==> config.mk <==
export PLATFORM = sky130hd
export DESIGN_NAME = vrot_prescale
export DESIGN_NICKNAME = d
export VERILOG_FILES = /design/src/rtl/core/vrot_pkg.sv /design/src/rtl/core/vrot_prescale.sv
export SDC_FILE = /design/constraint.sdc
export NUM_CORES = 2
export LEC_CHECK = 0
export ABC_CLOCK_PERIOD_IN_PS = 4200
export BUFFER_PORTS_ARGS = -buffer_cell sky130_fd_sc_hd__buf_2
export CORE_MARGIN = 2
export CORE_UTILIZATION = 30
export DETAILED_ROUTE_END_ITERATION = 16
export SLEW_MARGIN = 20
export SYNTH_ARGS = -nofsm -noshare
export SYNTH_HDL_FRONTEND = slang
export SYNTH_SLANG_ARGS = --single-unit
export TNS_END_PERCENT = 10
==> constraint.sdc <==
create_clock -name clk -period 4.2 [get_ports clk]
set_input_delay 1.26 -clock clk [delete_from_list [all_inputs] [get_ports clk]]
set_output_delay 1.26 -clock clk [all_outputs]
set_load 0.05 [all_outputs]
==> src/rtl/core/vrot_pkg.sv <==
// ----------------------------------------------------------------------------
// vrot_pkg: shared types and constants for the axis rotation core
// Holds the axis codes, the fixed CORDIC gain inverse, the arctangent table
// and the side-band tag that travels beside the rotating pair.
// ----------------------------------------------------------------------------
`timescale 1ns / 1ps
`default_nettype none

package vrot_pkg;

    // Axis codes of the axis field
    localparam logic [1:0] AXIS_X = 2'd0;
    localparam logic [1:0] AXIS_Y = 2'd1;
    localparam logic [1:0] AXIS_Z = 2'd2;

    // Field widths fixed by the interface
    localparam int unsigned FIELD_W = 32;
    localparam int unsigned ANGLE_W = 32;

    // Number of arctangent entries available to the cell chain
    localparam int unsigned ATAN_LEN = 40;

    // Inverse CORDIC gain at its limit, scaled by 2^32
    localparam logic [31:0] GAIN_INV = 32'd2608131496;

    // round(atan(2^-i) * 2^32 / (2*pi))
    localparam logic [ANGLE_W-1:0] ATAN_TAB [0:ATAN_LEN-1] = '{
        32'd536870912, 32'd316933406, 32'd167458907, 32'd85004756,
        32'd42667331,  32'd21354465,  32'd10679838,  32'd5340245,
        32'd2670163,   32'd1335087,   32'd667544,    32'd333772,
        32'd166886,    32'd83443,     32'd41722,     32'd20861,
        32'd10430,     32'd5215,      32'd2608,      32'd1304,
        32'd652,       32'd326,       32'd163,       32'd81,
        32'd41,        32'd20,        32'd10,        32'd5,
        32'd3,         32'd1,         32'd1,         32'd0,
        32'd0,         32'd0,         32'd0,         32'd0,
        32'd0,         32'd0,         32'd0,         32'd0
    };

    // Side-band of one transaction in flight: valid, axis and the
    // sign-extended input vector (passing component and unused-axis copy)
    typedef struct packed {
        logic               valid;
        logic [1:0]         axis;
        logic [FIELD_W-1:0] x;
        logic [FIELD_W-1:0] y;
        logic [FIELD_W-1:0] z;
    } vrot_tag_t;

endpackage

`default_nettype wire

==> src/rtl/core/vrot_prescale.sv <==
// ----------------------------------------------------------------------------
// vrot_prescale: pair select, gain scaling and quadrant fold
// Two register stages: the first picks the turning pair and scales it by the
// inverse gain, the second folds the angle into [-1/4, 1/4) turn.
// ----------------------------------------------------------------------------
`timescale 1ns / 1ps
`default_nettype none

module vrot_prescale #(
    parameter int unsigned CW = 32,
    parameter int unsigned DW = CW + 18
) (
    input  wire logic                                clk,
    input  wire logic                                rst_n,
    input  wire logic                                en,
    input  wire logic                                take,
    input  wire logic [1:0]                          axis,
    input  wire logic [vrot_pkg::FIELD_W-1:0]        x_in,
    input  wire logic [vrot_pkg::FIELD_W-1:0]        y_in,
    input  wire logic [vrot_pkg::FIELD_W-1:0]        z_in,
    input  wire logic [vrot_pkg::ANGLE_W-1:0]        turn_angle,
    output logic signed [DW-1:0]                     a_out,
    output logic signed [DW-1:0]                     b_out,
    output logic signed [vrot_pkg::ANGLE_W-1:0]      z_out,
    output vrot_pkg::vrot_tag_t                      tag_out
);

    localparam logic signed [CW+32:0] GAIN_S = (CW+33)'(vrot_pkg::GAIN_INV);

    logic signed [CW-1:0]               xs, ys, zs;
    logic signed [CW-1:0]               a_sel, b_sel;
    logic signed [CW+32:0]              prod_a, prod_b;
    vrot_pkg::vrot_tag_t                tag1_next, tag1_reg, tag2_reg;
    logic signed [DW-1:0]               a1_next, b1_next, a1_reg, b1_reg;
    logic [vrot_pkg::ANGLE_W-1:0]       ang1_reg;
    logic                               fold;
    logic signed [DW-1:0]               a2_next, b2_next, a2_reg, b2_reg;
    logic signed [vrot_pkg::ANGLE_W-1:0] z2_next, z2_reg;

    // Sign-extend the low CW bits of each coordinate
    assign xs = x_in[CW-1:0];
    assign ys = y_in[CW-1:0];
    assign zs = z_in[CW-1:0];

    // Pick the turning pair for the axis
    always_comb
    begin
        unique case (axis)
            vrot_pkg::AXIS_X:
            begin
                a_sel = ys;
                b_sel = zs;
            end
            vrot_pkg::AXIS_Y:
            begin
                a_sel = zs;
                b_sel = xs;
            end
            default:
            begin
                a_sel = xs;
                b_sel = ys;
            end
        endcase
    end

    // Scale by the inverse gain, keep 32 fraction bits
    assign prod_a  = (CW+33)'(a_sel) * GAIN_S;
    assign prod_b  = (CW+33)'(b_sel) * GAIN_S;
    assign a1_next = DW'($signed(prod_a[CW+32:16]));
    assign b1_next = DW'($signed(prod_b[CW+32:16]));

    always_comb
    begin
        tag1_next.valid = take;
        tag1_next.axis  = axis;
        tag1_next.x     = vrot_pkg::FIELD_W'(xs);
        tag1_next.y     = vrot_pkg::FIELD_W'(ys);
        tag1_next.z     = vrot_pkg::FIELD_W'(zs);
    end

    // Fold quadrants 1 and 2: negate the pair and turn the angle by a half
    assign fold    = ang1_reg[31] ^ ang1_reg[30];
    assign a2_next = fold ? -a1_reg : a1_reg;
    assign b2_next = fold ? -b1_reg : b1_reg;
    assign z2_next = {ang1_reg[31] ^ fold, ang1_reg[30:0]};

    // Hold the tags; valid bits clear on reset
    always_ff @(posedge clk or negedge rst_n)
    begin
        if (!rst_n)
        begin
            tag1_reg <= '0;
            tag2_reg <= '0;
        end
        else if (en)
        begin
            tag1_reg <= tag1_next;
            tag2_reg <= tag1_reg;
        end
    end

    // Advance the datapath
    always_ff @(posedge clk)
    begin
        if (en)
        begin
            a1_reg   <= a1_next;
            b1_reg   <= b1_next;
            ang1_reg <= turn_angle;
            a2_reg   <= a2_next;
            b2_reg   <= b2_next;
            z2_reg   <= z2_next;
        end
    end

    assign a_out   = a2_reg;
    assign b_out   = b2_reg;
    assign z_out   = z2_reg;
    assign tag_out = tag2_reg;

endmodule

`default_nettype wire

Word level (Yosys, flattened, before mapping)

Index checks and enable logic that the tools add are counted.

Register bits after elaboration: 460
Input bits: 134
Logic and storage cells: 28

Reductions and logical operators: 1
Multipliers: 2
Bitwise operators: 2
Equality and inequality tests: 1
Add/sub/neg operators: 2
Muxes and demuxes: 4

Operator list:

| cell                     | count |
|---|---|
| $pmux W32 S2             | 2 |
| $mul A32 B30 Y62 const B | 2 |
| $mux W50                 | 2 |
| $neg A49 Y50             | 2 |
| $eq A2 B1 Y1 const B     | 1 |
| $logic_not A2 Y1         | 1 |
| $xor A1 B1 Y1            | 2 |

Logic depth before layout (Yosys ltp)

Depth after elaboration: 3
Mapped depth: 37
Depth with buffers taken out: 33

Worst setup path after synthesis

No wires, ideal clock.

Kind: in2reg
Start point: input axis[0]
End point: register a1_reg[45] (data pin)
Path slack: -6474 ps
Data arrival time: 10412 ps
Cell stages on the path: 29
Cells stage by stage: buf_4 > buf_1 > mux2i_1 > nor2_1 > a21oi_1 > clkbuf_1 > inv_1 > ha_1 > inv_1 > fa_1 > fa_1 > fa_1 > inv_1 > fa_1 > fa_1 > fa_1 > inv_1 > fa_1 > inv_1 > ha_1 > a21o_1 > a21o_1 > a21oi_1 > o21ai_0 > a21o_1 > a31oi_1 > o21ai_1 > a311oi_1 > xnor2_1

Word-level cells in the longest chain between the ends: 3
Elaborated cells between the ends (all ways): 4

RTL lines:

| what                                             | RTL line             | source |
|---|---|---|
| start: declaration                               | vrot_prescale.sv:17  | `input wire logic [1:0] axis,` |
| $eq A2 B1 Y1 or $logic_not A2 Y1 (tied branches) | vrot_prescale.sv:48  | `unique case (axis)` |
| $pmux W32 S2 (*)                                 | vrot_prescale.sv:48  |  |
| $mul A32 B30 Y62 (*)                             | vrot_prescale.sv:68  | `assign prod_a = (CW+33)'(a_sel) * GAIN_S;` |
| via prod_a[61]                                   | vrot_prescale.sv:32  | `logic signed [CW+32:0] prod_a, prod_b;` |
| end signal: assignment                           | vrot_prescale.sv:108 | `a1_reg <= a1_next;` |
| end: declaration                                 | vrot_prescale.sv:34  | `logic signed [DW-1:0] a1_next, b1_next, a1_reg, b1_reg;` |

The timed path passes the listed nets; every way through them passes the cells marked *.
A chain may end at the register's enable or synchronous reset.

Worst setup path after layout

Start point: input axis[0]
End point: register a1_reg[46] (data pin)

Same word-level chain as after synthesis.

==> metrics.txt <==
Crit Path Class=in -> reg; Setup Skew=around 0.072 ns; Total Routed Length=193,100 um; EDFF count, synth=262; Hold WC Path Type=reg -> reg; Synth Warn #=0; #FFs+latches synth=between 400 and 500; worst skew pair latency=0.71 ns; post-synthesis mux area share=5.207%; Post-CTS Hold Fix Bufs=0; # rows=159; Multi-input gate area=between 0.04 and 0.05 mm^2; XOR/XNOR share of the synthesized area=~6%; Slew Viols, Final=0; CP endpoint kind=register; Rel. slew slack=40.81%; sequential element share of the synthesized area=22.73%; FILL cells=18,042; Worst Tran Pin Value=0.8878 ns; DIE AREA=0.1915 mm^2; fin crit share=192.5%; setup_tns=-327.86 ns; Clock Sink Count=between 400 and 500; Hold Violations, Final=0; delay-heaviest family, CP=adder cells; vias in the first global route=45,448; reg2reg setup slack=0.54 ns; via count=around 42,000; layout cells sized above 1=36.81%; startpoint type of the worst setup path=primary input; Synth cell types=77; Critical Path Most Common Cell=fa_1; buffer depth of the longest clock path=3; area grow syn2layout=35.45%; CORE AREA=0.1874 mm^2; Critical Path Max Stage Delay=0.63 ns; global-route wire length before repair=approximately 280,000 um; Synth top area share=between 20% and 30%; Fmax=123.7 MHz; Iteration-0 DRC Markers=2,174; Max Cap Violations=0; worst path arrival time=roughly 8.5 ns; I/O pins=365; Post-Synthesis Cells=5,126; final setup vio count=98; failing checks=setup timing; mapped cell area=0.05642 mm^2; post-synthesis adder-cell area fraction=roughly 46%; nets=8,442; post-synthesis simple-gate area fraction=4.323%; GRT overflow=0; largest family of logic cells by synthesized area=adder cells; count leader, synth=inv_1; IO Port Bufs=364; RSZ-0062 raised after global routing=true; Worst path slowest cell=fa_1; initial antenna violation count=9; hold path depth=0; final worst path period need=between 8 and 9 ns; HPWL after DPL=about 170,000 um; GRT Util Overall=19.86%; Initial Util=30.10%; cts bufs inserted=51; root buffer cell=clkbuf_16; Pre-Repair DR Iteration Count=7; commonest cells in the netlist=1,162 x inv_1, 845 x fa_1, 718 x ha_1; drt drc=0; post-route antenna net violation count=0; routed vias/inst=4.547; drt wl/cell=a little over 20 um; Bufs and invs on worst path=10; CTS tree=yes; stages on the worst setup path=32; Post-synth ARST share=43.04%; Clk pin slew, worst setup/hold paths=0.07 ns; post-synthesis compound-gate area fraction=between 7 and 8%; critical path required time=between 4 and 5 ns; Die X=437.7 um; CP Max Fanout=7; Area contributors post-synth=fa_1 30%, ha_1 16%, edfxtp_1 14%; worst setup margin=-3.885 ns; Synth area leader=fa_1; most used flip-flop cell after synthesis=edfxtp_1; die height=around 440 um; Syn Area/Cell=~11 um^2; Mapped Nets=6,823; FF-to-FF path depth=11; outcome=finished with violations; FF/Latch Area=0.01282 mm^2; largest net degree at the start of global routing=78; gpl congestion=0.9514; CTS H-tree depth=2
cell type report:
class,instances,area share [%]
Multi-Input combinational cell,3398,55.13
Sequential cell,460,16.78
Timing Repair Buffer,1672,15.93
Inverter,1162,5.742
Tap cell,2495,4.085
Clock buffer,68,1.852
Clock inverter,27,0.4666
Antenna cell,4,0.01310
final timing paths:
kind / start / endpoint
worst max-delay path: axis[0] / a1_reg[46]$_DFFE_PP_
worst min-delay path: ang1_reg[7]$_DFFE_PP_ / z_out[7]$_DFFE_PP_
worst max register to register: b1_reg[10]$_DFFE_PP_ / b_out[45]$_DFFE_PP_
worst min register to register: ang1_reg[7]$_DFFE_PP_ / z_out[7]$_DFFE_PP_
max in group asynchronous: rst_n / tag_out[46]$_DFFE_PN0P_
min in group asynchronous: rst_n / tag_out[76]$_DFFE_PN0P_
through the flow:
stage	utilization [%]	hold slack, ns	cells	instance area [um^2]	worst slack, ns
detailed placement	37.82	0.4045	9121	70870	-5.212
global route	40.78	0.4136	9286	76420	-4.057
floorplan	-	0.4003	5126	56850	-4.891
global placement	37.82	0.4002	9121	70870	-5.123
CTS	39.36	0.4137	9230	73760	-3.999
finish	40.78	0.4157	9286	76420	-3.885
cell usage in the layout (no fill, tap or decap), types with 12 or more instances in the layout:
cell / count
a21o_1: 114
a21oi_1: 156
a21oi_2: 79
buf_12: 19
buf_2: 360
buf_4: 1259
buf_6: 21
clkbuf_16: 53
dfrtp_1: 198
edfxtp_1: 262
fa_1: 786
fa_2: 59
ha_1: 604
ha_2: 24
ha_4: 90
inv_1: 1113
inv_2: 42
mux2_2: 201
mux2i_1: 42
mux2i_2: 12
mux2i_4: 13
nand2_1: 178
nand2b_1: 12
nand3_1: 20
nand4_1: 32
nor2_1: 105
nor2b_1: 23
nor3_1: 30
nor4_1: 13
o21a_1: 15
o21ai_0: 75
o21ai_1: 45
o21ai_2: 28
o21ai_4: 14
o21bai_1: 19
xnor2_1: 141
xnor2_2: 19
xor2_1: 192
xor2_2: 33
routing by layer:
| layer | vias up | GRT usage (%) | share of wire [%] | routed length, um |
|---|---|---|---|---|
| li1 | 19720 | - | - | - |
| met1 | 21422 | 23.60 | 39 | 75940 |
| met2 | 784 | 36.57 | 52 | 101300 |
| met3 | 301 | 1.415 | 2.9 | 5513 |
| met4 | 0 | 8.660 | 5.4 | 10340 |
| met5 | - | 0 | 0 | 0 |
logic make-up (layout without fill, tap and decap cells):
logic type                 count (synthesis)  in the layout
adders and majority gates               1563           1563
other                                      0              4
and+or+nand+nor                          503            503
xor gates and xnor gates                 397            397
muxes                                    268            268
buffers and inverters                   1268           2929
AOI/OAI and AO/OA                        667            667
DFF                                      460            460
repair_timing:
item,4_1_cts,5_1_grt
pin swaps,40,209
endpoints found under the setup margin,98,98
gates resized for setup,203,442
setup buffers,11,52
gates cloned,3,2
Power is left out: the tool's default activity adds up to more than one toggle a clock period on the data nets, which glitch-free logic cannot reach.
