[config.mk]
export PLATFORM = sky130hd
export DESIGN_NAME = vrot_cordic_cell
export DESIGN_NICKNAME = d
export VERILOG_FILES = /design/src/rtl/core/vrot_pkg.sv /design/src/rtl/core/vrot_cordic_cell.sv
export SDC_FILE = /design/constraint.sdc
export NUM_CORES = 1
export LEC_CHECK = 0
export CAP_MARGIN = 40
export CORE_UTILIZATION = 34
export CTS_CLUSTER_DIAMETER = 60
export DETAILED_ROUTE_END_ITERATION = 8
export DONT_BUFFER_PORTS = 1
export GPL_TIMING_DRIVEN = 0
export MAX_ROUTING_LAYER = met4
export PLACE_DENSITY = 0.59
export SETUP_SLACK_MARGIN = 0.1
export SLEW_MARGIN = 20
export SYNTH_ARGS = -nofsm -noshare
export SYNTH_HDL_FRONTEND = slang
export SYNTH_SLANG_ARGS = --single-unit
[constraint.sdc]
create_clock -name clk -period 1.5 [get_ports clk]
set_input_delay 0.15 -clock clk [delete_from_list [all_inputs] [get_ports clk]]
set_output_delay 0.15 -clock clk [all_outputs]
set_load 0.01 [all_outputs]
[src/rtl/core/vrot_pkg.sv]
// ----------------------------------------------------------------------------
// vrot_pkg: shared types and constants for the axis rotation core
// Holds the axis codes, the fixed CORDIC gain inverse, the arctangent table
// and the side-band tag that travels beside the rotating pair.
// ----------------------------------------------------------------------------
`timescale 1ns / 1ps
`default_nettype none

package vrot_pkg;

    // Axis codes of the axis field
    localparam logic [1:0] AXIS_X = 2'd0;
    localparam logic [1:0] AXIS_Y = 2'd1;
    localparam logic [1:0] AXIS_Z = 2'd2;

    // Field widths fixed by the interface
    localparam int unsigned FIELD_W = 32;
    localparam int unsigned ANGLE_W = 32;

    // Number of arctangent entries available to the cell chain
    localparam int unsigned ATAN_LEN = 40;

    // Inverse CORDIC gain at its limit, scaled by 2^32
    localparam logic [31:0] GAIN_INV = 32'd2608131496;

    // round(atan(2^-i) * 2^32 / (2*pi))
    localparam logic [ANGLE_W-1:0] ATAN_TAB [0:ATAN_LEN-1] = '{
        32'd536870912, 32'd316933406, 32'd167458907, 32'd85004756,
        32'd42667331,  32'd21354465,  32'd10679838,  32'd5340245,
        32'd2670163,   32'd1335087,   32'd667544,    32'd333772,
        32'd166886,    32'd83443,     32'd41722,     32'd20861,
        32'd10430,     32'd5215,      32'd2608,      32'd1304,
        32'd652,       32'd326,       32'd163,       32'd81,
        32'd41,        32'd20,        32'd10,        32'd5,
        32'd3,         32'd1,         32'd1,         32'd0,
        32'd0,         32'd0,         32'd0,         32'd0,
        32'd0,         32'd0,         32'd0,         32'd0
    };

    // Side-band of one transaction in flight: valid, axis and the
    // sign-extended input vector (passing component and unused-axis copy)
    typedef struct packed {
        logic               valid;
        logic [1:0]         axis;
        logic [FIELD_W-1:0] x;
        logic [FIELD_W-1:0] y;
        logic [FIELD_W-1:0] z;
    } vrot_tag_t;

endpackage

`default_nettype wire

[src/rtl/core/vrot_cordic_cell.sv]
// ----------------------------------------------------------------------------
// vrot_cordic_cell: one CORDIC micro-rotation
// Turns the pair by +/- atan(2^-SHIFT) toward a zero residual angle and
// hands the pair, residual and tag to the next cell.
// ----------------------------------------------------------------------------
`timescale 1ns / 1ps
`default_nettype none

module vrot_cordic_cell #(
    parameter int unsigned DW    = 50,
    parameter int unsigned SHIFT = 0
) (
    input  wire logic                                clk,
    input  wire logic                                rst_n,
    input  wire logic                                en,
    input  wire logic signed [DW-1:0]                a_in,
    input  wire logic signed [DW-1:0]                b_in,
    input  wire logic signed [vrot_pkg::ANGLE_W-1:0] z_in,
    input  vrot_pkg::vrot_tag_t                      tag_in,
    output logic signed [DW-1:0]                     a_out,
    output logic signed [DW-1:0]                     b_out,
    output logic signed [vrot_pkg::ANGLE_W-1:0]      z_out,
    output vrot_pkg::vrot_tag_t                      tag_out
);

    localparam logic signed [vrot_pkg::ANGLE_W-1:0] STEP_ANGLE =
        $signed(vrot_pkg::ATAN_TAB[SHIFT]);

    logic signed [DW-1:0]               da, db;
    logic signed [DW-1:0]               a_next, b_next, a_reg, b_reg;
    logic signed [vrot_pkg::ANGLE_W-1:0] z_next, z_reg;
    vrot_pkg::vrot_tag_t                tag_reg;

    assign da = b_in >>> SHIFT;
    assign db = a_in >>> SHIFT;

    // Rotate counter-clockwise on a non-negative residual, else clockwise
    always_comb
    begin
        if (!z_in[vrot_pkg::ANGLE_W-1])
        begin
            a_next = a_in - da;
            b_next = b_in + db;
            z_next = z_in - STEP_ANGLE;
        end
        else
        begin
            a_next = a_in + da;
            b_next = b_in - db;
            z_next = z_in + STEP_ANGLE;
        end
    end

    // Hold the tag; valid clears on reset
    always_ff @(posedge clk or negedge rst_n)
    begin
        if (!rst_n)
        begin
            tag_reg <= '0;
        end
        else if (en)
        begin
            tag_reg <= tag_in;
        end
    end

    always_ff @(posedge clk)
    begin
        if (en)
        begin
            a_reg <= a_next;
            b_reg <= b_next;
            z_reg <= z_next;
        end
    end

    assign a_out   = a_reg;
    assign b_out   = b_reg;
    assign z_out   = z_reg;
    assign tag_out = tag_reg;

endmodule

`default_nettype wire

; After elaboration in Yosys (flattened, before gate mapping)
; Cells that the tools add are included.
[op_classes]
mux = 3
addsub = 5
[op_table]
columns = op, count
row1 = $mux 50, 2
row2 = $sub 50x50->50, 2
row3 = $add 50x50->50, 1
row4 = $add 32x31->32 const B, 1
row5 = $mux 32, 1
row6 = $sub 32x31->32 const B, 1
[word_totals]
output_inout_bits = 231
regBits = 231
elab_cells = 16
in_bits = 234

; Logic depth before layout (Yosys ltp)
; Gate-level depths: netlist of run 1.
[depth]
word_depth = 2
mapped_depth = 14
ltp_nobuf = 13

; Worst setup path before layout of run 1
; OpenSTA, ideal clock, no wires.
[synth_timing]
kind = input-to-reg
from = input port a_in[7]
to = register a_reg[46] (netlist: a_out[46]) (data pin)
setup_time_ns = 0.259
cell_stages = 12
required_time_ns = 1.241
n_path_buf = 0
path_slack_ns = -1.320
arrival_time_ns = 2.561
path_cell_list = inv_1 > ha_1 > a21o_1 > or3_1 > o211ai_2 > or3b_4 > a2111oi_4 > or2_1 > o21ai_2 > a2111oi_4 > a211oi_2 > xnor2_1
[synth_via]
elab_chain_cells = 2
word_cells_on_any_way = 3
cone_classes = 2 x add/sub / 1 x mux
[synth_rtl]
columns = element, line_no
row1 = from (decl), vrot_cordic_cell.sv:16  ; input wire logic signed [DW-1:0] a_in,
row2 = $sub 50x50->50 / $add 50x50->50 (equally long branches), "vrot_cordic_cell.sv:42, vrot_cordic_cell.sv:48"
row3 = $mux 50 (*), vrot_cordic_cell.sv:40  ; if (!z_in[vrot_pkg::ANGLE_W-1])
row4 = via a_next[46], vrot_cordic_cell.sv:30  ; logic signed [DW-1:0] a_next, b_next, a_reg, b_reg;
row5 = to (signal assigned), vrot_cordic_cell.sv:71  ; a_reg <= a_next;
row6 = to (decl), vrot_cordic_cell.sv:30
; Mark *: on every way through the listed nets, which the timed path passes. The rest lies on a longest branch.
; A chain may end at the register's enable or synchronous reset.

; Worst setup path after layout of run 1
[layout_timing]
from = input port a_in[7]
to = register a_reg[44] (netlist: a_out[44]) (data pin)
; The elaborated chain is that of the path after synthesis.

==> results.toml, run 1 <==
[clock_tree]
clockBufferDepth = 3
clkLatencyLatePin_ns = 0.56
clkTransAtPathRegs_ns = 0.06
clock_sinks = 230
cts_hold_buf = 133
cts_buffers = 30
cts_root_buf = "clkbuf_16"
h-tree-depth = 1
cts_tree = "built"

[timing]
setup_viol = 82
skew_ns = 0
period_share_pct = 175
hold_slack_ns = -0.736
final-max-slew-violation-count = 0
worst_slew_pin_slew_ns = 0.704
rsz0062_at_grt = "true"
period_minus_slack_ns = 2.62
fmax_ghz = 0.381
fin_ws_ns = -1.12
hold_viol = 230
relSlewSlack_pct = 52.6

[floorplan]
core_area_sq_um = 49100
row_count = 81
io_pins = 465
die_h_um = 225
start_util_pct = 34.5
dieArea_sq_um = 50700
dieWidth_um = 225

[layout]
nets = 2514
syn_to_final_growth_pct = 47.1
drive_gt1_share_pct = 36.4
fin_util_pct = 50.8
fillerInstances = 4412
design_area_sq_um = 24900

[yosys]
synth-edff-count = 131
synth_most_common_cell = "a21oi_1"
syn-mean-instance-area_sq_um = 9.48
synth_common_cells = "212 x a21oi_1, 162 x ha_1, 147 x inv_1"
yosysWarnings = 0
synth_ff_type = "edfxtp_1"
synthTopCellsByArea = "edfxtp_1 23%, dfrtp_1 15%, ha_1 12%"
synthDistinctLibCells = 77
synthesis.area_sq_um = 16900
async_flop_share_pct = 43.0
seq_area_frac_synth_pct = 37.8
synth_nets = 2187
netlist_instances = 1787
synth_top_area_share_pct = 23.2
ys_ff_latch = 230
synth_top_area_cell = "edfxtp_1"

[placed_design]
place.gp.congestion = 0.988
io_buffers = 0
dpl_cell_area_sq_um = 19000
hpwl_um = 56100
dp_slack_ns = -2.01

[global_routing]
grt.overflow.total = 0
grt_usage_pct = 28.9
antenna_found_initial = 2
first_global_vias = 16000
grt_pass1_wl_um = 106000
grt_max_degree = 133

[routing]
dr.first_iter.drc_count = 1135
dr.pass1.iters = 5
drc = 0
avgRoutedWirePerCell_um = 26.6
wl_um = 74600
vias = 15800
antenna_left = 0
via_per_inst = 5.63

[worst_setup_path]
worst-r2r-setup-slack_ns = 0.53
cp.required_ns = 1.78
end_kind = "flip-flop"
path_max_fanout = 3
arrival_ns = 2.91
crit_type = "input pin to flip-flop"
worst_setup_path_start_kind = "input pin"

[power]
seq_power_share_pct = 35.9
leakage_nw = 9.89
swShare_pct = 34.8
p_clk_share_pct = 31.4
peakVddDrop_v = 0.000795
pwr-share-comb_pct = 32.7
p_switching_mw = 8.50
powerDensity_nw_per_um2 = 979
total_power_mw = 24.4
intPower_mw = 15.9

[min_path]
hold_class = "input pin to asynchronous set/reset pin"

[run_status]
status = "complete, but fails checks"
violations = "hold timing, setup timing"

[flow_run]
drv_cap = 0
final timing paths:
check                                              from                      end  depth (start not counted)
worst max register to register  tag_out[95]$_DFFE_PN0P_  tag_out[95]$_DFFE_PN0P_                          1
worst min-delay path                              rst_n  tag_out[32]$_DFFE_PN0P_                          0
max in group asynchronous                         rst_n  tag_out[39]$_DFFE_PN0P_                          0
worst max-delay path                            a_in[7]      a_out[44]$_DFFE_PP_                         12
worst min register to register  tag_out[40]$_DFFE_PN0P_  tag_out[40]$_DFFE_PN0P_                          1
min in group clk                                     en      b_out[44]$_DFFE_PP_                          0
cell type report:
cell class	instances	area, sq um	share of cell area (%)
diodes	2	5.00	0.0201
plain buffers	76	582	2.34
clock buffers	38	837	3.36
clock inverters	18	231	0.929
inverters	155	716	2.87
multi-input cells	1324	12400	49.9
flip-flops and latches	230	6410	25.7
well taps	664	831	3.33
repair buffers	297	2880	11.6
cells by family (layout without fill, tap and decap cells):
kind of cell | Yosys count | after routing | synth area share (%)
AND/OR/NAND/NOR | 380 | 380 | 10.7
buffers and inverters | 233 | 584 | 5.31
adder cells (fa/ha/maj) | 166 | 166 | 12.4
other | 0 | 2 | 0
XOR/XNOR | 96 | 96 | 4.96
multiplexers | 130 | 130 | 8.42
AO/OA/AOI/OAI | 552 | 552 | 20.4
flip-flops | 230 | 230 | 37.8
layer usage:
metal | global-route usage, % | part of all wire [%] | vias up
met1 | 34.2 | 40 | 7801
met3 | 7.35 | 8.9 | 141
met5 | - | 0 | -
met4 | 9.19 | 3.3 | 0
li1 | - | - | 7099
met2 | 47.8 | 48 | 740
through the flow:
| step | hold WS, ns | instances | setup TNS, ns |
|---|---|---|---|
| 2_1_floorplan | -0.146 | 1787 | -60.69 |
| 3_3_place_gp | -0.144 | 2451 | -136.51 |
| 3_5_place_dp | -0.144 | 2460 | -130.12 |
| 4_1_cts | -0.777 | 2735 | -42.85 |
| 5_1_grt | -0.778 | 2804 | -56.12 |
| 6_report | -0.736 | 2804 | -53.51 |
state kept, by name, indices dropped and copies added (netlist names):
register and count:
b_out 49, tag_out 99, z_out 32, a_out 50
what timing repair did:
action / CTS / global route
buffers inserted: 89 / 74
resized for setup: 324 / 193
pin swaps: 115 / 126
endpoints found under the setup margin: 79 / 83
endpoints found under the hold margin: 364 / 230
gates cloned: 0 / 0
power groups by stage:
stage | combinational [mW] | clock, mW | sequential, mW
after floorplan | 3.91 | 0 | 8.55
after global placement | 5.46 | 0 | 8.88
after detailed placement | 5.48 | 0 | 8.87
after CTS | 7.08 | 7.82 | 8.76
after global routing | 8.42 | 8.09 | 8.83
final | 7.99 | 7.65 | 8.76
cells in the final DEF, fill, tap and decap left out, drive strengths merged, types with 11 or more instances in the layout:
master / synthesis / layout
xnor2: 82 / 82
buf: 37 / 204
ha: 162 / 162
clkbuf: 41 / 74
o211ai: 12 / 12
o21bai: 46 / 46
nor2: 124 / 124
clkinv: 7 / 13
a31oi: 14 / 14
nor2b: 14 / 14
edfxtp: 131 / 131
nand2: 94 / 94
nor4: 17 / 17
o31ai: 11 / 11
mux2: 100 / 100
dlygate4sd3: 0 / 133
nand2b: 12 / 12
a211oi: 18 / 18
xor2: 14 / 14
nand3: 25 / 25
a21oi: 213 / 213
or3: 11 / 11
mux2i: 30 / 30
o21ai: 122 / 122
inv: 148 / 156
a21o: 25 / 25
dfrtp: 99 / 99
o21a: 17 / 17
nor3: 25 / 25
nand4: 23 / 23
worst max-delay path: stages:
cell,delay (ns)
inv_12,0.01
ha_4,0.22
a21o_1,0.19
or3_4,0.34
o211ai_2,0.18
or3b_4,0.46
a2111oi_4,0.44
nor2_2,0.13
a211oi_4,0.32
o211a_1,0.22
a311oi_2,0.05
xor2_1,0.18
No activity file was read; power rests on OpenSTA's default activity.
==> run 2, diff against run 1 <==
- CORE_AREA: not set -> 2 2 182 184
- CORE_UTILIZATION: 34 -> not set
- DIE_AREA: not set -> 0 0 184 186
- GPL_TIMING_DRIVEN: 0 -> not set
- PLACE_DENSITY: 0.59 -> 0.79
- clock period: 1.5 -> 2.92 ns (I/O delays scaled with it)
==> run 2 against run 1 <==
  * Die area down 33%
  * Non-clock buffer count up 146
  * Flip-flop and latch count unchanged
  * Cell count down 4.2%
  * Critical path type unchanged
  * Largest cell class unchanged
  * Global-route usage up 15 points
  * The flow finishes with violations (hold timing)
  * Sequential power down 47%
==> results.toml, run 2 (synthesis gave the netlist of run 1 again) <==
[run_status]
status = "complete, but fails checks"
violations = "hold timing"

[worst_setup_path]
r2r_cells = 2
endpoint = "a_out[47]$_DFFE_PP_"
arrival_ns = 3.13
end_kind = "flip-flop"
r2r_end = "tag_out[40]$_DFFE_PN0P_"
worst_setup_path_start_kind = "input pin"
cp.required_ns = 3.23
worst-r2r-setup-slack_ns = 1.49
rr_startpoint = "tag_out[40]$_DFFE_PN0P_"
crit_start = "a_in[1]"
path_max_fanout = 5
crit_type = "input pin to flip-flop"

[timing]
period_share_pct = 96.6
fin_ws_ns = 0.100
hold_slack_ns = -0.136
setup_viol = 0
final-max-slew-violation-count = 0
relSlewSlack_pct = 39.4
hold_viol = 27
worst_slew_pin_slew_ns = 0.910
rsz0062_at_grt = "true"
fmax_ghz = 0.355
skew_ns = 0
period_minus_slack_ns = 2.82

[clock_tree]
cts_tree = "built"
h-tree-depth = 1
clock_sinks = 230
clkLatencyLatePin_ns = 0.56
clkTransAtPathRegs_ns = 0.07
cts_root_buf = "clkbuf_16"
cts_buffers = 26
clockBufferDepth = 3
cts_hold_buf = 139

[routing]
wl_um = 73600
wl_met1_um = 28600
drc = 0
avgRoutedWirePerCell_um = 27.4
dr.first_iter.drc_count = 1677
antenna_left = 0
dr_wl_met2_um = 32000
top_layer = "met4"
dr.pass1.iters = 6
wl_met3_um = 8080
via_per_inst = 6.25
vias = 16800

[power]
leakage_nw = 9.94
peakVddDrop_v = 0.000458
powerDensity_nw_per_um2 = 510

[floorplan]
core_area_sq_um = 32200
dieArea_sq_um = 34200
io_pins = 465
dieWidth_um = 184
die_h_um = 186
row_count = 66
start_util_pct = 52.6

[placed_design]
place.gp.congestion = 0.976
dp_slack_ns = -0.640
hpwl_um = 53400
dpl_cell_area_sq_um = 20000
io_buffers = 0
dp_cells = 2482

[layout]
regArea_sq_um = 6410
drive_gt1_share_pct = 27.4
multiInputGateArea_sq_um = 10100
nets = 2656
final_cell_mix = "378 x buf_4, 204 x a21oi_1, 154 x ha_1"
instances_no_fill = 2686
syn_to_final_growth_pct = 34.1
final_common_cell = "buf_4"
fillerInstances = 2387
largest_register_ffs = 99
design_area_sq_um = 22700

[global_routing]
antenna_found_initial = 3
grt_pass1_wl_um = 108000
grt.overflow.total = 0
first_global_vias = 16800
grt_usage_pct = 43.7
grt_max_degree = 231

[min_path]
hp-start = "en"
hold_class = "input pin to flip-flop"

[flow_run]
drv_cap = 0
[run 2: changes by cell type in the layout (fill, tap and decap cells not counted), sizes merged]
| cell | before | now |
|---|---|---|
| bufinv | 3 | 2 |
| inv | 156 | 153 |
| clkbuf | 74 | 33 |
| dlygate4sd3 | 133 | 138 |
| clkinv | 13 | 14 |
| buf | 204 | 381 |
[run 2: timing repair]
action,in CTS,in global routing
endpoints found under the hold margin,361,101
setup buffers,2,13
gates resized for setup,10,68
gates cloned,0,0
pin swaps,5,29
endpoints found under the setup margin,18,40
[run 2: layer usage]
layer	global-route usage, %	vias up
met5	-	-
met4	23.5	0
met3	14.9	286
met2	64.2	1069
met1	52.9	8086
li1	-	7345
[run 2: area by class of cell]
class / instances / area share [%]
diodes: 2 / 0.0220
clock buffers: 33 / 3.16
clock inverters: 15 / 0.721
inverters: 155 / 2.56
multi-input cells: 1324 / 44.3
flip-flops and latches: 230 / 28.2
well taps: 408 / 2.25
repair buffers: 519 / 18.8
[run 2: critical path: stages]
cell	delay, ns
inv_1	0.04
ha_1	0.31
nor2b_2	0.19
o31ai_4	0.32
a21oi_2	0.15
a41oi_2	0.29
o311ai_0	0.14
buf_4	0.18
a31oi_1	0.33
buf_4	0.18
o31a_1	0.30
o211ai_1	0.16
a21oi_1	0.18
a31oi_1	0.06
[run 2: worst min path at each step]
stage | endpoint | cells after the start
final | a_out[27]$_DFFE_PP_ | 0
after floorplan | tag_out[0]$_DFFE_PN0P_ | 0
after CTS | a_out[27]$_DFFE_PP_ | 0
after detailed placement | tag_out[38]$_DFFE_PN0P_ | 0
after global routing | a_out[27]$_DFFE_PP_ | 0
after global placement | tag_out[89]$_DFFE_PN0P_ | 0
[run 2: power breakdown]
part | internal [mW] | switching (mW) | leakage [nW] | total [mW]
registers | 3.98 | 0.634 | 2.44 | 4.62
clock network | 1.95 | 1.51 | 0.433 | 3.46
logic | 1.64 | 1.88 | 7.06 | 3.51
[run 2: per-stage QoR]
step | hold slack, ns | power [mW] | TNS (ns) | util, %
floorplan | -0.00359 | 6.16 | 0 | -
global placement | -0.00167 | 7.61 | -21.51 | 62.0
detailed placement | -0.000924 | 7.63 | -21.42 | 62.0
CTS | -0.151 | 11.2 | 0 | 69.4
global route | -0.158 | 12.0 | 0 | 70.6
finish | -0.136 | 11.6 | 0 | 70.6
