File: src/rtl/core/vrot_pkg.sv
// ----------------------------------------------------------------------------
// vrot_pkg: shared types and constants for the axis rotation core
// Holds the axis codes, the fixed CORDIC gain inverse, the arctangent table
// and the side-band tag that travels beside the rotating pair.
// ----------------------------------------------------------------------------
`timescale 1ns / 1ps
`default_nettype none

package vrot_pkg;

    // Axis codes of the axis field
    localparam logic [1:0] AXIS_X = 2'd0;
    localparam logic [1:0] AXIS_Y = 2'd1;
    localparam logic [1:0] AXIS_Z = 2'd2;

    // Field widths fixed by the interface
    localparam int unsigned FIELD_W = 32;
    localparam int unsigned ANGLE_W = 32;

    // Number of arctangent entries available to the cell chain
    localparam int unsigned ATAN_LEN = 40;

    // Inverse CORDIC gain at its limit, scaled by 2^32
    localparam logic [31:0] GAIN_INV = 32'd2608131496;

    // round(atan(2^-i) * 2^32 / (2*pi))
    localparam logic [ANGLE_W-1:0] ATAN_TAB [0:ATAN_LEN-1] = '{
        32'd536870912, 32'd316933406, 32'd167458907, 32'd85004756,
        32'd42667331,  32'd21354465,  32'd10679838,  32'd5340245,
        32'd2670163,   32'd1335087,   32'd667544,    32'd333772,
        32'd166886,    32'd83443,     32'd41722,     32'd20861,
        32'd10430,     32'd5215,      32'd2608,      32'd1304,
        32'd652,       32'd326,       32'd163,       32'd81,
        32'd41,        32'd20,        32'd10,        32'd5,
        32'd3,         32'd1,         32'd1,         32'd0,
        32'd0,         32'd0,         32'd0,         32'd0,
        32'd0,         32'd0,         32'd0,         32'd0
    };

    // Side-band of one transaction in flight: valid, axis and the
    // sign-extended input vector (passing component and unused-axis copy)
    typedef struct packed {
        logic               valid;
        logic [1:0]         axis;
        logic [FIELD_W-1:0] x;
        logic [FIELD_W-1:0] y;
        logic [FIELD_W-1:0] z;
    } vrot_tag_t;

endpackage

`default_nettype wire

File: src/rtl/core/vrot_finish.sv
// ----------------------------------------------------------------------------
// vrot_finish: rounding, saturation, axis mapping and output skid
// Rounds the turned pair to 16 fraction bits, clamps it to the coordinate
// range, puts it back on its axes and buffers it in an output register plus
// a skid register.
// ----------------------------------------------------------------------------
`timescale 1ns / 1ps
`default_nettype none

module vrot_finish #(
    parameter int unsigned CW = 32,
    parameter int unsigned DW = CW + 18
) (
    input  wire logic                           clk,
    input  wire logic                           rst_n,
    input  wire logic signed [DW-1:0]           a_in,
    input  wire logic signed [DW-1:0]           b_in,
    input  vrot_pkg::vrot_tag_t                 tag_in,
    output logic                                en,
    output logic                                out_valid,
    input  wire logic                           out_ready,
    output logic [vrot_pkg::FIELD_W-1:0]        x_out,
    output logic [vrot_pkg::FIELD_W-1:0]        y_out,
    output logic [vrot_pkg::FIELD_W-1:0]        z_out,
    output logic                                overflow
);

    localparam int unsigned FW = vrot_pkg::FIELD_W;
    localparam logic signed [DW-1:0] HALF_LSB = DW'(32'sd32768);

    // Round half up to 16 fraction bits, clamp to CW bits, widen to a field
    function automatic logic [FW:0] round_sat(input logic signed [DW-1:0] v);
        logic signed [DW-1:0] t;
        logic [DW-17:0]       r;
        logic signed [CW-1:0] c;
        logic                 ovf;
        t   = v + HALF_LSB;
        r   = t[DW-1:16];
        ovf = !((&r[DW-17:CW-1]) || !(|r[DW-17:CW-1]));
        if (ovf)
        begin
            c = r[DW-17] ? {1'b1, {(CW-1){1'b0}}} : {1'b0, {(CW-1){1'b1}}};
        end
        else
        begin
            c = r[CW-1:0];
        end
        return {ovf, FW'(c)};
    endfunction

    logic [FW:0]    ra, rb;
    logic [FW-1:0]  x_res, y_res, z_res;
    logic           ovf_res;
    logic           load;
    logic           take;
    logic           out_valid_reg, out_valid_next;
    logic           skid_valid_reg, skid_valid_next;
    logic [FW-1:0]  x_out_reg, y_out_reg, z_out_reg;
    logic           ovf_out_reg;
    logic [FW-1:0]  x_skid_reg, y_skid_reg, z_skid_reg;
    logic           ovf_skid_reg;

    assign ra = round_sat(a_in);
    assign rb = round_sat(b_in);

    // Put the turned pair back on its axes
    always_comb
    begin
        x_res   = tag_in.x;
        y_res   = tag_in.y;
        z_res   = tag_in.z;
        ovf_res = ra[FW] | rb[FW];
        unique case (tag_in.axis)
            vrot_pkg::AXIS_X:
            begin
                y_res = ra[FW-1:0];
                z_res = rb[FW-1:0];
            end
            vrot_pkg::AXIS_Y:
            begin
                z_res = ra[FW-1:0];
                x_res = rb[FW-1:0];
            end
            vrot_pkg::AXIS_Z:
            begin
                x_res = ra[FW-1:0];
                y_res = rb[FW-1:0];
            end
            default:
            begin
                ovf_res = 1'b0;
            end
        endcase
    end

    // Advance the pipeline while the skid register is free
    assign en   = !skid_valid_reg;
    assign load = tag_in.valid && en;
    assign take = out_valid_reg && out_ready;

    always_comb
    begin
        out_valid_next  = out_valid_reg;
        skid_valid_next = skid_valid_reg;
        if (!out_valid_reg || take)
        begin
            out_valid_next  = skid_valid_reg || load;
            skid_valid_next = 1'b0;
        end
        else if (load)
        begin
            skid_valid_next = 1'b1;
        end
    end

    always_ff @(posedge clk or negedge rst_n)
    begin
        if (!rst_n)
        begin
            out_valid_reg  <= 1'b0;
            skid_valid_reg <= 1'b0;
        end
        else
        begin
            out_valid_reg  <= out_valid_next;
            skid_valid_reg <= skid_valid_next;
        end
    end

    // Refill the output register from the skid first, else from the pipeline;
    // park a result in the skid while the output is stalled
    always_ff @(posedge clk)
    begin
        if (!out_valid_reg || take)
        begin
            if (skid_valid_reg)
            begin
                x_out_reg   <= x_skid_reg;
                y_out_reg   <= y_skid_reg;
                z_out_reg   <= z_skid_reg;
                ovf_out_reg <= ovf_skid_reg;
            end
            else
            begin
                x_out_reg   <= x_res;
                y_out_reg   <= y_res;
                z_out_reg   <= z_res;
                ovf_out_reg <= ovf_res;
            end
        end
        else if (load)
        begin
            x_skid_reg   <= x_res;
            y_skid_reg   <= y_res;
            z_skid_reg   <= z_res;
            ovf_skid_reg <= ovf_res;
        end
    end

    assign out_valid = out_valid_reg;
    assign x_out     = x_out_reg;
    assign y_out     = y_out_reg;
    assign z_out     = z_out_reg;
    assign overflow  = ovf_out_reg;

endmodule

`default_nettype wire

File: config.mk
export PLATFORM = sky130hd
export DESIGN_NAME = vrot_finish
export DESIGN_NICKNAME = d
export VERILOG_FILES = /design/src/rtl/core/vrot_pkg.sv /design/src/rtl/core/vrot_finish.sv
export SDC_FILE = /design/constraint.sdc
export NUM_CORES = 1
export LEC_CHECK = 0
export ABC_AREA = 0
export BUFFER_PORTS_ARGS = -buffer_cell sky130_fd_sc_hd__buf_2
export CAP_MARGIN = 10
export CELL_PAD_IN_SITES_DETAIL_PLACEMENT = 1
export CELL_PAD_IN_SITES_GLOBAL_PLACEMENT = 2
export CORE_MARGIN = 5
export CORE_UTILIZATION = 33
export CTS_CLUSTER_SIZE = 30
export DETAILED_ROUTE_END_ITERATION = 12
export GPL_TIMING_DRIVEN = 0
export PLACE_DENSITY = 0.9
export SLEW_MARGIN = 15
export SYNTH_ARGS = -nofsm -noshare
export SYNTH_HDL_FRONTEND = slang
export SYNTH_SLANG_ARGS = --single-unit
File: constraint.sdc
create_clock -name clk -period 15.3 [get_ports clk]
set_input_delay 0.765 -clock clk [delete_from_list [all_inputs] [get_ports clk]]
set_output_delay 0.765 -clock clk [all_outputs]
set_load 0.02 [all_outputs]
# Yosys cells after proc, flatten, opt, wreduce, memory -nomap -nowiden
# Index checks and enable logic that the tools add are counted.
[op_classes] add_sub_neg=2 n_bitwise=2 mux=14 eq_ne=2 reduce_logical=20
[ops] cell="$mux 32" n=7
[ops] cell="$pmux 32 s2" n=3
[ops] cell="$add 50x17->50 const B" n=2
[ops] cell="$reduce_or 3->1" n=3
[ops] cell="$logic_not 1->1" n=6
[ops] cell="$reduce_and 3->1" n=2
[ops] cell="$logic_or 1x1->1" n=4
[ops] cell="$mux 1" n=4
[ops] cell="$eq 2x1->1 const B" n=1
[ops] cell="$eq 2x2->1 const B" n=1
[ops] cell="$logic_and 1x1->1" n=2
[ops] cell="$logic_not 2->1" n=1
[ops] cell="$reduce_and 2->1" n=1
[ops] cell="$reduce_bool 2->1" n=1
[ops] cell="$not 1->1" n=1
[ops] cell="$or 1x1->1" n=1
[word_totals] regBits=196 in_bits=202 elab_cells=50

# Logic depth before layout (Yosys ltp)
# Gate-level depths: netlist of the first run.
[depth] ltp_word=8 depth_mapped=12 depth_no_buf=9

# Worst setup path before layout of the first run
# OpenSTA, ideal clock, no wires.
[synth_timing] kind="in2reg" startpoint="input port out_ready" endpoint="register ovf_skid_reg, enable pin" path_slack_ps=4199 required_ps=14608 path_stages=2 arrival_ps=10409 path_buffers=0 cell_sequence="nand2b_1 -> nor3b_1"
[synth_via] elab_chain_len=4
[synth_rtl] item="start: declaration" line="vrot_finish.sv:21" text="input wire logic out_ready,"
[synth_rtl] item="$logic_and 1x1->1" line="vrot_finish.sv:99" text="assign take = out_valid_reg && out_ready;"
[synth_rtl] item="$logic_or 1x1->1" line="vrot_finish.sv:134" text="if (!out_valid_reg || take)"
[synth_rtl] item="$not 1->1 (no line)"
[synth_rtl] item="$reduce_and 2->1 (no line)"
[synth_rtl] item="end signal: assignment" line="vrot_finish.sv:156" text="ovf_skid_reg <= ovf_res;"
[synth_rtl] item="end: declaration" line="vrot_finish.sv:61" text="logic ovf_skid_reg;"
# No other way between the ends.
# A chain may end at the register's enable or synchronous reset.

# Worst setup path after layout of the first run
[layout_timing] startpoint="input port b_in[32]" endpoint="register y_out_reg[21], in the netlist y_out[21], data pin"
[layout_via] elab_chain_len=7 elab_cells_between_ends=9 classes_between="1 x add/sub; 4 x mux; 4 x reduce/logical"
[layout_rtl] item="start: declaration" line="vrot_finish.sv:17" text="input wire logic signed [DW-1:0] b_in,"
[layout_rtl] item="$add 50x17->50 (*)" line="vrot_finish.sv:37" text="t = v + HALF_LSB;"
[layout_rtl] item="$reduce_or 3->1" line="vrot_finish.sv:39" text="ovf = !((&r[DW-17:CW-1]) || !(|r[DW-17:CW-1]));"
[layout_rtl] item="$logic_not 1->1" line="vrot_finish.sv:39"
[layout_rtl] item="$logic_or 1x1->1" line="vrot_finish.sv:39"
[layout_rtl] item="$mux 32 (*)" line="vrot_finish.sv:40" text="if (ovf)"
[layout_rtl] item="$pmux 32 s2 (*)" line="vrot_finish.sv:73" text="unique case (tag_in.axis)"
[layout_rtl] item="via y_res[21]" line="vrot_finish.sv:52" text="logic [FW-1:0] x_res, y_res, z_res;"
[layout_rtl] item="$mux 32 (*)" line="vrot_finish.sv:136" text="if (skid_valid_reg)"
[layout_rtl] item="end signal: assignment" line="vrot_finish.sv:139" text="y_out_reg <= y_skid_reg;"
[layout_rtl] item="end signal: assignment" line="vrot_finish.sv:146" text="y_out_reg <= y_res;"
[layout_rtl] item="end: declaration" line="vrot_finish.sv:58" text="logic [FW-1:0] x_out_reg, y_out_reg, z_out_reg;"
# Mark *: on every way through the listed nets, which the timed path passes. The rest lies on a longest branch.

==> flow_summary_export.csv, run 1 <==
group,metric,value,unit
setup_path,critical-path-max-stage-delay,690,ps
layout,drive_gt1_share,31.0,%
timing,period_share,26.3,%
setup_path,crit_family,"simple AND/OR/NAND/NOR gates",
setup_path,worstSetupPathType,"primary input to register",
timing,max_freq,248,MHz
timing,rsz0062_at_grt,"false",
pwr,vdd_drop_max,0.0633,mV
pwr,p_total,0.00148,W
drt,dr_total_vias,10400,
placed_design,place_ws,10920,ps
drt,drtPass1Iterations,5,
global_routing,grt_pass1_wl,70000,um
setup_path,crit_slowest_cell,"nor2_1",
yosys,ys.flop_type,"edfxtp_1",
layout,final_common_cell,"buf_2",
global_routing,grt_pass1_vias,10700,
setup_path,worstPathCellList,"buf_2 -> and4_1 -> and4_1 -> clkbuf_1 -> a21oi_1 -> nand4b_1 -> nor2_1 -> nor2_1 -> a221o_1 -> mux2_2",
timing,slew_headroom,22.2,%
yosys,synth_fp_nets,1236,
timing,clock_skew,19.5,ps
setup_path,cp_data_arrival_time,4220,ps
worst_hold_path,hp-class,"primary input to async pin",
pwr,powerDensity,107,mW/mm2
drt,viasPerCell,5.80,
layout,fin_cells,1792,
pwr,cellLeakagePower,5.22,nW
setup_path,critical_path_required,15500,ps
clock_network,tritoncts,"done",
layout,final_util,41.3,%
clock_network,cts-buffers-inserted,17,
clock_network,clk_latency,460,ps
drt,wire_per_inst,26.9,um
timing,finalCriticalPeriod,4020,ps
clock_network,path_clk_slew,70,ps
yosys,syn_inst,1028,
yosys,synth_edf_count,194,
timing,slew_viol_final,0,
die,ios,301,
placed_design,placed_area,0.0133,mm2
layout,fin_nets,1535,
yosys,synth_seq_cells,196,
placed_design,gp_congestion,0.966,
yosys,syn_avg_cell_area,10.9,um2
die,num_rows,67,
timing,finalSetupViolCount,0,
global_routing,grt_use_total,24.6,%
die,dieHeight,194,um
die,die_x,194,um
die,die_area,0.0377,mm2
job,max_cap_violations,0,
yosys,ys_seq_area_share,52.4,%
timing,hold_viol_final,0,
setup_path,startpoint_type,"primary input",
layout,finalInstanceArea,0.0138,mm2
timing,tightest_slew,1150,ps
placed_design,hpwlAfterDp,38400,um
clock_network,root_buffer,"clkbuf_16",
clock_network,htree_levels,4,
placed_design,placed_cells,1756,
run_status,status,"completed",
clock_network,holdBufCountCts,0,
drt,drtIter0Drc,1031,
yosys,async_flop_share,1.02,%
layout,area_growth,23.5,%
yosys,ys_warn_count,0,
setup_path,critPathMaxFanout,9,
clock_network,cts.sinks,196,
global_routing,grt_max_degree,63,
die,core_area,0.0335,mm2
clock_network,post_cts_resized,0,
drt,drc_errors,0,
clock_network,post_cts_buffers,0,
drt,postRouteAntennaNets,0,
global_routing,grt-ovfl-total,0,
layout,final_cell_mix,"buf_2 (277), edfxtp_1 (194), nand2_1 (113), nor2_1 (89), o21ai_0 (57)",
placed_design,port_buffers,268,
die,initial_core_util,33.4,%
timing,fin_ws,11280,ps
global_routing,antenna_found_initial,8,
yosys,yosysUniqueCellTypes,78,
drt,totalWireLength,48100,um
setup_path,endpoint_kind,"register",
clock_network,clockBufferDepth,2,
yosys,synth.cell_area,0.0112,mm2
setup_path,path_buf_inv,2,
## layer usage
metal / global-route usage, % / vias up / share of wire [%]
li1: - / 4580 / -
met1: 32.4 / 5157 / 41
met2: 38.7 / 542 / 46
met3: 6.95 / 114 / 9.2
met4: 9.58 / 6 / 3.9
met5: 0 / - / 0.085
## cells by family (layout without fill, tap and decap cells)
group,after synthesis,count (layout),share of synthesized area (%)
buf+inv,73,384,2.91
xor+xnor,62,62,4.91
other cells,0,5,0
fa+ha+maj,6,6,0.670
flops,196,196,52.4
simple gates,372,372,16.7
mux,52,52,5.22
compound gates,267,267,17.1
## power breakdown
| part | switching [W] | total, W | internal (W) | leakage, nW |
|---|---|---|---|---|
| Clock | 0.000223 | 0.000453 | 0.000229 | 0.273 |
| Sequential | 0.0000137 | 0.000672 | 0.000659 | 1.90 |
| Combinational | 0.000242 | 0.000357 | 0.000116 | 3.04 |
## worst reg2reg max path, stage by stage, from the launching register on
cell and delay, ps:
dfrtp_1 470, clkbuf_1 260, buf_1 370, nor3b_2 680
buf_6 240, buf_4 200, buf_4 230, buf_4 220
buf_6 190, buf_4 240
## area by class of cell
cell class | instances | area, um2
fill | 3867 | 19700
sequential | 196 | 5880
multi-input combinational | 759 | 5020
timing repair buffer | 280 | 1470
tap | 448 | 561
clock buffer | 17 | 425
buffer | 61 | 282
clock inverter | 14 | 149
inverter | 12 | 45.0
antenna | 5 | 12.5
## synth_stat cells (5+ instances only)
master	count	area, um2
and4_1	12	105
and3_1	22	138
a211oi_1	7	52.6
nor3_1	13	65.1
edfxtp_1	194	5830
nand2_1	113	424
a41oi_1	8	70.1
a21o_1	5	37.5
nand4_1	14	87.6
o221ai_1	11	96.3
nand2_2	5	31.3
a221o_1	28	280
inv_1	11	41.3
a21oi_1	41	205
xnor2_1	33	289
o21ai_1	8	40.0
buf_2	9	45.0
a221oi_1	8	70.1
a22oi_1	21	158
ha_1	6	75.1
clkbuf_1	41	154
and2_1	18	113
mux2_2	52	586
nand3_1	53	265
xor2_1	28	245
a31oi_1	18	113
nor2_1	89	334
o31ai_1	16	120
o21ai_0	58	290
## path summary, 6_finish.rpt
path / end / slack, ps / cells past startpoint / from
hold / removal: out_valid$_DFFE_PN0N_ / 90 / 1 / rst_n
max in group asynchronous: skid_valid_reg$_DFFE_PN0P_ / 15110 / 1 / rst_n
hold reg to reg: x_out[24]$_DFFE_PN_ / 530 / 2 / x_skid_reg[24]$_DFFE_PP_
setup / recovery: y_out[21]$_DFFE_PN_ / 11280 / 10 / b_in[32]
min in group clk: x_out[24]$_DFFE_PN_ / 530 / 2 / x_skid_reg[24]$_DFFE_PP_
setup reg to reg: y_skid_reg[23]$_DFFE_PP_ / 11920 / 9 / skid_valid_reg$_DFFE_PN0P_
## through the flow
step | hold WS, ps | setup TNS, ps
CTS | 70.7 | 0
detailed placement | 515 | 0
floorplan | 469 | 0
global route | 80.6 | 0
global placement | 507 | -65930
finish | 92.0 | 0
(Power assumes the default switching activity.)
==> run 2: changes to the inputs <==
- CORE_UTILIZATION: 33 -> 30
- PLACE_DENSITY: 0.9 -> 0.87
- clock period: 15.3 -> 3.61 ns (I/O delays scaled with it)
==> run 2 against run 1 <==
Effect of this change: utilization is 3.5 points lower; first-iteration DRC count is 0.29% higher; non-clock buffer count is 3 lower; highest routed layer unchanged; routed wire length is 1.2% higher; flip-flop and latch count stayed put.
==> flow_summary_export.csv, run 2 (synthesis gave the netlist of run 1 again) <==
group,metric,value,unit
run_status,status,"completed",
placed_design,port_buffers,268,
pwr,p_sw,0.00209,W
die,dieHeight,203,um
clock_network,tritoncts,"done",
die,core_area,0.0368,mm2
drt,wire_per_inst,27.0,um
setup_path,cp_data_arrival_time,3480,ps
clock_network,root_buffer,"clkbuf_16",
timing,finalCriticalPeriod,3300,ps
die,num_rows,70,
timing,hold_viol_final,0,
setup_path,startpoint_type,"primary input",
timing,max_freq,303,MHz
drt,viasPerCell,5.76,
clock_network,path_clk_slew,90,ps
timing,finalSetupViolCount,0,
drt,dr_total_vias,10400,
timing,clock_skew,11.9,ps
clock_network,cts-buffers-inserted,17,
global_routing,grt_use_total,22.6,%
pwr,p_int,0.00421,W
die,die_x,203,um
layout,area_growth,23.9,%
global_routing,antenna_found_initial,3,
global_routing,grt_max_degree,61,
global_routing,grt_pass1_wl,69300,um
setup_path,worstSetupPathType,"primary input to register",
pwr,clockPowerShare,30.6,%
layout,fillers,4196,
layout,drive_gt1_share,30.8,%
worst_hold_path,holdPathStages,3,
worst_hold_path,min-delay-start,"tag_in[86]",
job,max_cap_violations,0,
setup_path,worst-r2r-cell-count,6,
setup_path,path_depth,11,
layout,final_common_cell,"buf_2",
global_routing,grt-ovfl-total,0,
setup_path,startpoint,"b_in[32]",
pwr,combPwrFrac,24.1,%
setup_path,worstPathCellList,"buf_2 -> and4_1 -> and4_1 -> clkbuf_1 -> a21oi_1 -> nand4b_1 -> nor2_1 -> nor2_2 -> buf_2 -> a22oi_1 -> o21ai_0",
drt,drtPass1Iterations,5,
die,die_area,0.0413,mm2
setup_path,critical-path-max-stage-delay,610,ps
pwr,cellLeakagePower,5.22,nW
layout,fin_cells,1806,
setup_path,crit_family,"simple AND/OR/NAND/NOR gates",
setup_path,endpoint_kind,"register",
pwr,vdd_drop_max,0.344,mV
layout,final_cell_mix,"buf_2 (277), edfxtp_1 (194), nand2_1 (113), nor2_1 (89), o21ai_0 (58)",
drt,totalWireLength,48700,um
clock_network,cts.sinks,196,
global_routing,grt_pass1_vias,10300,
pwr,seqPwrFrac,45.3,%
placed_design,gp_congestion,0.954,
setup_path,crit_slowest_cell,"nor2_1",
pwr,p_total,0.00630,W
timing,period_share,91.4,%
clock_network,htree_levels,4,
drt,drc_errors,0,
timing,rsz0062_at_grt,"false",
drt,drtIter0Drc,1034,
placed_design,hpwlAfterDp,39100,um
setup_path,critPathMaxFanout,10,
layout,fin_nets,1532,
timing,slew_viol_final,0,
setup_path,crit-reg2reg-launch,"skid_valid_reg$_DFFE_PN0P_",
clock_network,clk_latency,450,ps
placed_design,placed_area,0.0133,mm2
clock_network,clockBufferDepth,2,
setup_path,path_buf_inv,3,
placed_design,placed_cells,1771,
die,initial_core_util,30.5,%
layout,finalInstanceArea,0.0139,mm2
drt,postRouteAntennaNets,0,
pwr,power.share.switching,33.1,%
worst_hold_path,hp-class,"primary input to register",
die,ios,301,
setup_path,critical_path_required,3790,ps
pwr,powerDensity,454,mW/mm2
timing,slew_headroom,16.6,%
timing,tightest_slew,1240,ps
[run 2: final timing paths]
path,slack [ps],end
max,310,x_out[7]$_DFFE_PN_
min,30,x_skid_reg[22]$_DFFE_PP_
max reg2reg,690,ovf_skid_reg$_DFFE_PP_
min reg2reg,540,x_out[29]$_DFFE_PN_
max in group asynchronous,3460,out_valid$_DFFE_PN0N_
min in group asynchronous,50,out_valid$_DFFE_PN0N_
[run 2: area by class of cell]
cell class	count	area (um2)	share of cell area [%]
inverter	12	45.0	0.324
clock buffer	17	425	3.06
buffer	61	282	2.03
antenna	1	2.50	0.0180
multi-input combinational	759	5030	36.2
sequential	196	5880	42.3
timing repair buffer	277	1480	10.6
tap	468	586	4.22
clock inverter	15	163	1.17
[run 2: repair_timing]
action                                 CTS  global route
hold buffers                             2             0
resized for setup                        0             0
setup buffers                            0             0
endpoints found under the hold margin    4             0
[run 2: routing by layer]
metal	vias up	share of wire, %	GRT usage [%]
li1	4563	-	-
met1	5222	43	31.0
met2	543	47	36.9
met3	78	7.5	3.99
met4	4	2.5	6.19
met5	-	0.047	0
[run 2: per-stage QoR]
step           util (%)  hold WS [ps]  setup TNS, ps  setup WS (ps)
2_1_floorplan         -          -115         -47350           -488
3_3_place_gp       35.8         -31.7        -198560          -1920
3_5_place_dp       36.1         -27.7           -654           -105
4_1_cts            37.7          25.1              0            370
5_1_grt            37.8          25.7              0           23.2
6_report           37.8          34.8              0            309
[run 2: worst register-to-register path, cell delays in order, from the launching register on]
cell and delay (ps):
dfrtp_1 490, clkbuf_1 270, buf_1 360, nor3b_4 840
buf_8 270, buf_8 200, buf_8 200
[run 2: power groups by stage]
stage / logic [W] / clock network, W / registers, W
floorplan: 0.000628 / 0 / 0.00309
global placement: 0.00143 / 0 / 0.00291
detailed placement: 0.00149 / 0 / 0.00291
CTS: 0.00150 / 0.00194 / 0.00285
global route: 0.00159 / 0.00205 / 0.00287
finish: 0.00152 / 0.00193 / 0.00285
==> run 3: changes to the inputs <==
- ABC_AREA: 0 -> 1
- PLACE_DENSITY: 0.87 -> 0.88
==> run 3 against run 2 <==
Effect of this change: cell count up 28%; critical path type is now register to register; critical endpoint is now y_skid_reg[19]$_DFFE_PP_; count of clock-buffer cells in the layout up 1; largest cell class is now multi-input gates; flip-flop and latch count unchanged; largest power group unchanged.
==> flow_summary_export.csv, run 3 <==
group,metric,value,unit
run_status,status,"completed",
timing,finalSetupViolCount,0,
setup_path,endpoint_kind,"register",
die,initial_core_util,30.2,%
drt,drtIter0Drc,787,
timing,rsz0062_at_grt,"false",
timing,fin_ws,683,ps
global_routing,grt-ovfl-total,0,
layout,final_cell_mix,"nand2_1 (491), buf_2 (297), edfxtp_1 (194), nand3_2 (186), nand3_1 (147)",
timing,period_share,81.1,%
timing,finalCriticalPeriod,2930,ps
drt,drtPass1Iterations,5,
global_routing,grt_max_degree,101,
yosys,yosysMostFrequentCell,"nand2_1",
layout,drive_gt1_share,37.0,%
layout,area_growth,21.1,%
yosys,synth.cell_area,0.0130,mm2
global_routing,antenna_found_initial,2,
setup_path,timing.critical_path.mode_cell,"buf_12",
yosys,syn_avg_cell_area,9.21,um2
job,max_cap_violations,0,
yosys,synth_edf_count,194,
clock_network,clockBufferDepth,2,
timing,hold_viol_final,0,
clock_network,htree_levels,4,
drt,postRouteAntennaNets,0,
global_routing,gr-usage-met1,27.6,%
setup_path,crit_slowest_cell,"nor2_4",
placed_design,port_buffers,270,
clock_network,post_cts_buffers,0,
drt,viasPerCell,4.89,
drt,totalWireLength,52000,um
timing,holdWs,51.0,ps
worst_hold_path,hp-class,"primary input to register",
pwr,powerDensity,405,mW/mm2
setup_path,startpoint_type,"register",
layout,final_util,36.6,%
placed_design,gp_congestion,0.949,
clock_network,clk_latency,460,ps
yosys,ys.flop_type,"edfxtp_1",
drt,dr_total_vias,11300,
yosys,yosysUniqueCellTypes,33,
layout,fin_nets,1914,
yosys,post-synth-top-area-fraction,44.8,%
global_routing,grt-busiest-layer,"met2",
setup_path,worstSetupPathType,"register to register",
placed_design,place_ws,605,ps
layout,finalInstanceArea,0.0157,mm2
pwr,cellLeakagePower,6.72,nW
clock_network,post_cts_resized,0,
clock_network,tritoncts,"done",
clock_network,root_buffer,"clkbuf_16",
clock_network,cts-buffers-inserted,17,
clock_network,cts.sinks,196,
die,dieHeight,218,um
yosys,synth_area_leaders,"edfxtp_1 (45%), nand3_2 (14%), nand2_1 (14%), nand3_1 (5.7%), nand2_4 (2.9%)",
setup_path,cp_data_arrival_time,3080,ps
setup_path,critical-path-max-stage-delay,540,ps
global_routing,grt_pass1_vias,11900,
yosys,async_flop_share,1.02,%
timing,slew_headroom,47.6,%
placed_design,placed_cells,2269,
setup_path,worstPathCellList,"clkbuf_1 -> inv_2 -> buf_2 -> nand2_1 -> nor2_4 -> buf_12 -> buf_12",
clock_network,path_clk_slew,70,ps
setup_path,critical_path_required,3770,ps
global_routing,met2_usage,36.6,%
placed_design,placed_area,0.0152,mm2
die,die_area,0.0476,mm2
timing,clock_skew,8.27,ps
die,num_rows,76,
die,ios,301,
yosys,ys_warn_count,0,
yosys,yosysTopAreaCell,"edfxtp_1",
layout,final_common_cell,"nand2_1",
placed_design,hpwlAfterDp,43200,um
clock_network,holdBufCountCts,3,
drt,drc_errors,0,
yosys,synth_fp_nets,1619,
setup_path,critPathMaxFanout,29,
drt,wire_per_inst,22.6,um
global_routing,grt_pass1_wl,75800,um
layout,fin_cells,2304,
timing,slew_viol_final,0,
die,die_x,218,um
pwr,vdd_drop_max,0.311,mV
global_routing,grt_use_total,21.5,%
timing,max_freq,342,MHz
yosys,synth_common_cells,"nand2_1 (492), edfxtp_1 (194), nand3_2 (186), nand3_1 (147), nor2_1 (71)",
global_routing,use_met3,4.07,%
yosys,syn_inst,1411,
timing,tightest_slew,787,ps
yosys,synth_seq_cells,196,
yosys,ys_seq_area_share,45.2,%
die,core_area,0.0430,mm2
[run 3: cell count changes after synthesis, moves of 21 or more]
cell     previous run  this run
or2_2               2        31
nand2_4             0        33
a221o_1            28         0
and3_1             22         0
nand2_1           113       492
o21ai_0            58         0
nand3_2             0       186
nand3_1            53       147
a22oi_1            21         0
mux2_2             52         0
a21oi_1            41         2
[run 3: metrics by stage]
| stage | setup TNS, ps | total power, W |
|---|---|---|
| detailed placement | 0 | 0.00462 |
| CTS | 0 | 0.00642 |
| global placement | -53740 | 0.00457 |
| finish | 0 | 0.00637 |
| floorplan | 0 | 0.00390 |
| global route | 0 | 0.00664 |
[run 3: logic make-up (layout without fill, tap and decap cells)]
group                      count (synthesis)  after routing  share of synthesized area, %
AOI/OAI and AO/OA                          4              4                         0.231
xor gates and xnor gates                  60             60                          4.04
adders and majority gates                  6              6                         0.578
buffers and inverters                    106            413                          5.06
DFF                                      196            196                          45.2
other                                      0              1                             0
and+or+nand+nor                         1039           1039                          44.9
[run 3: worst paths after layout]
check / from / endpoint / slack [ps] / cells after the start
setup reg to reg: skid_valid_reg$_DFFE_PN0P_ / y_skid_reg[19]$_DFFE_PP_ / 680 / 7
hold reg to reg: z_skid_reg[27]$_DFFE_PP_ / z_out[27]$_DFFE_PN_ / 520 / 2
min in group asynchronous: rst_n / skid_valid_reg$_DFFE_PN0P_ / 590 / 3
setup / recovery: skid_valid_reg$_DFFE_PN0P_ / y_skid_reg[19]$_DFFE_PP_ / 680 / 7
hold / removal: tag_in[40] / y_skid_reg[8]$_DFFE_PP_ / 50 / 3
max in group asynchronous: rst_n / out_valid$_DFFE_PN0N_ / 2900 / 3
[run 3: cell type report]
type	count	area (um2)
fillers	5151	27200
multi-input cells	1109	6480
flip-flops and latches	196	5880
repair buffers	276	1440
well taps	585	732
plain buffers	81	564
clock buffers	18	429
clock inverters	13	110
inverters	25	93.8
diodes	1	2.50
[run 3: routing by layer]
| metal | routed length, um | vias up |
|---|---|---|
| met3 | 2640 | 70 |
| met1 | 22500 | 5568 |
| li1 | - | 5326 |
| met2 | 25300 | 312 |
| met5 | 11 | - |
| met4 | 1560 | 2 |
[run 3: power by group]
| group | switching (W) | internal [W] |
|---|---|---|
| clock network | 0.000862 | 0.000942 |
| logic | 0.00118 | 0.000525 |
| registers | 0.0000612 | 0.00279 |
| total | 0.00211 | 0.00426 |
[run 3: critical path: cells and delay by family (launching register included)]
family | cells | cell delay (ps)
flip-flops | 1 | 360
buffers and inverters | 5 | 1520
AND/OR/NAND/NOR | 2 | 700
